--- src/rtl/fpa_pkg.sv ---
// Shared types, constants and helper functions for the fixed-point ALU.
// Used by every module of the block; depends on nothing else.
package fpa_pkg;

    localparam int DATA_W          = 64;
    localparam int FMT_W           = 7;
    localparam int FUNC_W          = 4;
    localparam int MSB_W           = $clog2(DATA_W);
    localparam int MAX_WIDTH_DEF   = 64;
    localparam int QUEUE_DEPTH_DEF = 4;
    localparam int DIV_STEPS       = 2 * DATA_W;
    localparam int CNT_W           = $clog2(DIV_STEPS + 1);
    localparam int CFG_IDX_W       = 2;
    localparam int IN_TDATA_W      = 152;
    localparam int OUT_TDATA_W     = 72;

    localparam logic [FMT_W-1:0] RESET_TOTAL_WIDTH  = 7'd32;
    localparam logic [FMT_W-1:0] RESET_INTEGER_BITS = 7'd16;

    typedef enum logic [FUNC_W-1:0] {
        OP_ADD  = 4'd0,
        OP_SUB  = 4'd1,
        OP_MUL  = 4'd2,
        OP_DIV  = 4'd3,
        OP_REM  = 4'd4,
        OP_NEG  = 4'd5,
        OP_CONV = 4'd6,
        OP_FINT = 4'd7,
        OP_TINT = 4'd8,
        OP_CMP  = 4'd9
    } op_t;

    typedef enum logic [CFG_IDX_W-1:0] {
        CFG_TOTAL_WIDTH  = 2'd0,
        CFG_INTEGER_BITS = 2'd1,
        CFG_SIGNED       = 2'd2
    } cfg_idx_t;

    typedef struct packed {
        logic [FUNC_W-1:0] func;
        logic [DATA_W-1:0] a;
        logic [DATA_W-1:0] b;
        logic [DATA_W-1:0] xa;
        logic [DATA_W-1:0] xb;
        logic [DATA_W-1:0] ma;
        logic [DATA_W-1:0] mb;
        logic              na;
        logic              nb;
        logic              sgn;
        logic [DATA_W-1:0] mask;
        logic [MSB_W-1:0]  msb;
        logic [FMT_W-1:0]  frac;
        logic [FMT_W-1:0]  dfrac;
        logic [DATA_W-1:0] dmask;
    } item_t;

    function automatic logic [DATA_W-1:0] width_mask(input logic [FMT_W-1:0] w);
        return (DATA_W'(1) << w) - DATA_W'(1);
    endfunction

endpackage

--- src/rtl/fpa_queue.sv ---
// Short FIFO of decoded items between the front end and the execution pipeline.
// Depends on fpa_pkg.
module fpa_queue
    import fpa_pkg::*;
#(
    parameter int DEPTH = QUEUE_DEPTH_DEF
)
(
    input  logic  clk,
    input  logic  rst_n,
    input  logic  wr_valid,
    output logic  wr_ready,
    input  item_t wr_item,
    output logic  rd_valid,
    input  logic  rd_ready,
    output item_t rd_item
);

    localparam int PTR_W = (DEPTH > 1) ? $clog2(DEPTH) : 1;
    localparam int CNT_QW = $clog2(DEPTH + 1);

    item_t              slot_reg [DEPTH];
    logic [PTR_W-1:0]   wr_ptr_reg;
    logic [PTR_W-1:0]   rd_ptr_reg;
    logic [CNT_QW-1:0]  count_reg;
    logic [PTR_W-1:0]   wr_ptr_next;
    logic [PTR_W-1:0]   rd_ptr_next;
    logic [CNT_QW-1:0]  count_next;
    logic               do_wr;
    logic               do_rd;

    assign wr_ready = (count_reg != CNT_QW'(DEPTH));
    assign rd_valid = (count_reg != '0);
    assign rd_item  = slot_reg[rd_ptr_reg];
    assign do_wr    = wr_valid && wr_ready;
    assign do_rd    = rd_valid && rd_ready;

    always_comb
    begin
        wr_ptr_next = wr_ptr_reg;
        rd_ptr_next = rd_ptr_reg;
        if (do_wr)
            wr_ptr_next = (wr_ptr_reg == PTR_W'(DEPTH - 1)) ? '0 : wr_ptr_reg + PTR_W'(1);
        if (do_rd)
            rd_ptr_next = (rd_ptr_reg == PTR_W'(DEPTH - 1)) ? '0 : rd_ptr_reg + PTR_W'(1);
        count_next = count_reg + CNT_QW'(do_wr) - CNT_QW'(do_rd);
    end

    always_ff @(posedge clk or negedge rst_n)
    begin
        if (!rst_n)
        begin
            wr_ptr_reg <= '0;
            rd_ptr_reg <= '0;
            count_reg  <= '0;
        end
        else
        begin
            wr_ptr_reg <= wr_ptr_next;
            rd_ptr_reg <= rd_ptr_next;
            count_reg  <= count_next;
        end
    end

    always_ff @(posedge clk)
    begin
        if (do_wr)
        begin
            slot_reg[wr_ptr_reg] <= wr_item;
        end
    end

endmodule

--- config.mk ---
export PLATFORM = sky130hd
export DESIGN_NAME = fpa_queue
export DESIGN_NICKNAME = d
export VERILOG_FILES = /design/src/rtl/fpa_pkg.sv /design/src/rtl/fpa_queue.sv
export SDC_FILE = /design/constraint.sdc
export NUM_CORES = 1
export LEC_CHECK = 0
export BUFFER_PORTS_ARGS = -buffer_cell sky130_fd_sc_hd__buf_2
export CAP_MARGIN = 20
export CELL_PAD_IN_SITES_DETAIL_PLACEMENT = 0
export CELL_PAD_IN_SITES_GLOBAL_PLACEMENT = 1
export CORE_MARGIN = 3
export CORE_UTILIZATION = 40
export DETAILED_ROUTE_END_ITERATION = 8
export PLACE_DENSITY = 0.63
export SLEW_MARGIN = 20
export SYNTH_ARGS = -nofsm -noshare
export SYNTH_HDL_FRONTEND = slang
export SYNTH_SLANG_ARGS = --single-unit
export TNS_END_PERCENT = 50
--- constraint.sdc ---
create_clock -name clk -period 27.3 [get_ports clk]
set_input_delay 2.73 -clock clk [delete_from_list [all_inputs] [get_ports clk]]
set_output_delay 2.73 -clock clk [all_outputs]
set_load 0.05 [all_outputs]
After elaboration in Yosys (flattened, before gate mapping):

Memory sizes are Yosys's and may differ from the RTL's.
Index checks and enable logic that the tools add are counted.

* bits in registers: 7
* latch bits: 0
* memory bits (writable): 2156
* memory bits (read-only): 0
* input port bits: 543
* output and inout port bits: 541
* logic and storage cells: 18
* memories kept: 1

Memory list
* slot_reg: depth 4, bits a word 539, read ports 1, clocked after memory_dff 0, write ports 1, RTL line fpa_queue.sv:22 `item_t slot_reg [DEPTH];`

* add/subtract/negate cells: 4
* multiply operators: 0
* divide/modulo/power cells: 0
* order comparisons: 0
* equality and inequality tests: 3
* shifts and indexed selects: 0
* multiplexer cells: 4
* bitwise gates (word level): 0
* reductions and logical operators: 3

Operator list (number)
* adder 2 x 1 -> 2 bit, second input constant: 2
* equality test 2 bit, second input constant: 2
* two-way mux 2 bit: 2
* adder 3 x 1 -> 3 bit: 1
* != test 3 bit, second input constant: 1
* nonzero test 3 bit: 1
* subtractor 3 x 1 -> 3 bit: 1
* logical AND 1 bit: 2
* two-way mux 1 bit: 2

Logic depth before layout (Yosys ltp):

* depth after elaboration: 4
* mapped depth: 10
* gate-level depth less buffers: 10

Worst setup path after synthesis:

OpenSTA, ideal clock, no wires.

* path kind: in2reg
* from: in wr_valid
* to: mem slot_reg[0][0] (netlist bit), enable pin
* library setup time: 0.980 ns
* arrival: 14.938 ns
* required time: 26.320 ns
* path slack: 11.382 ns
* cell stages on the path: 1
* path buffers: 0
* cell sequence: and3_1

* cells in the longest elaborated chain, start to end: 3

Ends and longest elaborated chain
* from (decl): RTL line fpa_queue.sv:11 `input logic wr_valid,`
* logical AND 1 bit: RTL line fpa_queue.sv:35 `assign do_wr = wr_valid && wr_ready;`
* two-way mux 1 bit: RTL line fpa_queue.sv:67 `if (do_wr)`
* two-way mux 1 bit (not written as such): RTL line fpa_queue.sv:69 `slot_reg[wr_ptr_reg] <= wr_item;`
* to (decl): RTL line fpa_queue.sv:22

No other way between the ends.

==> impl_summary.md <==
Finish
The total number of nets in the final design is about 4,600. After filler insertion, the fill cell instance count of the layout stands at approximately 16,000. The fraction of layout instances using a drive strength above 1 is 46.3%. The area added between synthesis and finish is 19.4%. The flip-flop count of the largest register after layout is 2,156. Cells fill between 40% and 50% of the core in the end.

Timing
The number of hold-slack violations in the final timing report is 0. Summed over all failing endpoints, the final setup total negative slack is 0 ps. Between clock sinks in the finished design, the worst skew comes to about 24 ps. In the finished design, the share of the clock period the worst path needs comes to between 30% and 40%. The minimum clock period is 8540 ps. Setup violations remaining at the end of the flow were counted as 0. The number of pins exceeding their max-slew limit in the final report is 0.

For the pin with the worst max-slew slack, the measured transition is roughly 1200 ps. Timing would allow up to ~0.12 GHz. Setup repair after global routing left no endpoint under its margin. Measured against its own limit, the worst slew margin works out to 20.7%.

Global routing
The wire length of the first global-routing pass is between 200 and 300 mm. Entering global routing, the biggest net connects approximately 140 pins. Global routing used between 10% and 20% of the available tracks. After global routing the overflow that remains totals 0. The via count of the first global-routing pass was ~37,000. The initial antenna violation count is about 140.

CTS
The sink count of the clock tree is about 2,200. Counting the buffers created by CTS gives around 210. TritonCTS built the clock tree.

The number of buffers inserted by hold repair at cts is 0. The number of buffers added for setup after CTS is 0. The root buffer cell is clkbuf_16. After clock tree synthesis, the clock-pin slew on the worst setup and hold paths is 60 ps. The count of cells resized by post-cts repair is 0. For the worst-skew pair, the clock arrives at the later sink with an insertion delay of 820 ps.

The H-tree was split into 4 levels. The longest clock path from root to sink contains 3 buffers.

Logic synthesis
The synthesized design contains 2,156 enable-type register cells. The net count after synthesis is ~3,400. The number of cells produced by synthesis is around 2,900. Synthesis instantiated 18 different standard cells from the library. The share of async-settable or async-resettable flops after synthesis is less than 1%.

The synthesized cell area is 0.0783 sq mm. Yosys attributes the largest share of cell area to edfxtp_1, mux4_2, buf_6. The average size of a mapped cell is 27.4 sq um. The biggest area contributor in the post-synthesis netlist is edfxtp_1. The count of yosys warnings during synthesis is 0. Synthesis inferred ~2,200 register bits.

The synthesized design devotes to its leading area cell type 82.7% of total area. Sequential elements use between 80% and 90% of the synthesized area. For this run, the leading register cell type out of synthesis is edfxtp_1.

Drt
The final routed DRC violation total is 0. The number of optimization iterations in the first detailed-route pass is 5. The remaining antenna violation count is 0. After detailed routing, the number of vias per cell comes to 5.16. After the first detailed-routing iteration, the DRC count stood at 2,752.

The sum of routed wire length over all layers is approximately 190 mm. Dividing the detail-routed wire length by the instance count gives around 27 um. The routed layout has ~36,000 vias.

Pwr
For this design the ratio of total power to cell area is 129 mW/mm^2. Summed over all cells, the static leakage comes to ~31 nW. VDD sags by at most about 0.11 mV. The total design power is around 12 mW.

Floorplanning
In this run the count of I/O pins placed on the die edge is roughly 1,100. The floorplan has about 160 rows. The chip height is between 400 and 500 um. The core region is around 0.19 sq mm. The die covers 0.201 sq mm. The die is around 450 um wide. Once the floorplan was initialized, standard cells occupied roughly 40% of the core.

Placement
Port buffering added around 1,100 buffers. At the end of routability-driven placement, the weighted congestion stood at 0.796. After legalization and detailed placement, the total HPWL measured between 100 and 150 mm.

Critical path
The end of the worst register-to-register path is slot_reg[2][256]. The arrival time of the worst setup path is approximately 5800 ps. The peak fanout along the critical path is 80. The worst reg2reg path startpoint is wr_ptr_reg[0].

The critical path required time is about 25,000 ps. The launching instance or port of the critical path is rd_ptr_reg[0]. The end point of the critical path is rd_item[215]. The type of destination of the critical path is an output port. The critical path launch point type is a flop.

The number of cell instances on the worst register-to-register path is 7. The category of the most critical setup path is reg -> out. For flop-to-flop paths, the worst setup slack is 21,970 ps.

Min path
The path class of the tightest hold or removal check is reg -> reg.

Flow run
The max-cap violation count is 0.

Status
The flow ran to the end, and the final reports show no timing, DRC or antenna violations.
## layout by cell type, fill, tap and decap left out, drive strengths merged
master / n
edfxtp: 2156
xnor2: 2
or3b: 1
diode: 65
buf: 1129
fa: 1
ha: 7
dfrtp: 7
inv: 16
clkbuf: 262
and2: 1
nor2: 2
or3: 1
nand2: 1
clkinv: 98
and3: 4
bufinv: 16
mux2: 4
mux4: 539
clkinvlp: 8
## synth_stat cells (2+ instances only)
cell type,number
and3_1,4
clkbuf_1,9
xnor2_1,2
buf_2,56
buf_6,55
nor2_1,2
mux4_2,539
inv_1,7
dfrtp_1,7
mux2_4,2
edfxtp_1,2156
ha_1,7
mux2_2,2
## area by class of cell
type	instances	area, sq um	share of cell area [%]
Inverter	7	26.3	0.0281
Timing Repair Buffer	1129	5920	6.33
Antenna cell	65	163	0.174
Clock inverter	131	1170	1.25
Sequential cell	2163	64900	69.5
Tap cell	2608	3260	3.49
Multi-Input combinational cell	563	12400	13.3
Clock buffer	262	5580	5.97
## power breakdown
group          switching [mW]  internal [mW]  leakage, nW
clock                    1.21           1.60         3.28
combinational            3.46           1.27         8.07
sequential              0.148           4.39         19.8
total                    4.82           7.26         31.2
## how the worst min path moves through the flow
| stage | start | end | slack [ps] | cells past startpoint |
|---|---|---|---|---|
| after floorplan | count_reg[2] | count_reg[2] | 450 | 1 |
| after global placement | count_reg[2] | count_reg[2] | 470 | 1 |
| after detailed placement | count_reg[2] | count_reg[2] | 490 | 1 |
| after CTS | count_reg[2] | count_reg[2] | 500 | 1 |
| after global routing | count_reg[2] | count_reg[2] | 550 | 1 |
| final | count_reg[2] | count_reg[2] | 500 | 1 |
## stage by stage
stage                     setup slack (ps)  area (sq um)  std cells  hold slack, ps
after floorplan                      11380         78300       2853             453
after global placement               19230         86500       6469             473
after detailed placement             19230         86500       6469             485
after CTS                            18300         93300       6862             501
after global routing                 18100         93300       6885             553
final                                18760         93400       6928             497
## layer usage
layer	vias to the layer above	global-route usage, %	routed length [um]
met5	-	0	299
met4	48	6.62	6910
met3	433	6.29	15300
met2	1231	30.2	94600
met1	18900	22.4	70300
li1	15100	-	-
## logic make-up after synthesis
logic type,Yosys count,share of synthesized area (%)
buf+inv,127,1.23
fa+ha+maj,8,0.137
xor+xnor,2,0.0224
mux,543,15.6
flops,2163,83.0
simple gates,10,0.0799
## critical path: stages, from the launching register on
cell and delay (ps):
dfrtp_4 900, buf_12 490, buf_4 740, buf_4 630, buf_12 290, buf_4 780, mux4_2 630, buf_2 230
Note: power is estimated with default switching activity, not from simulation.
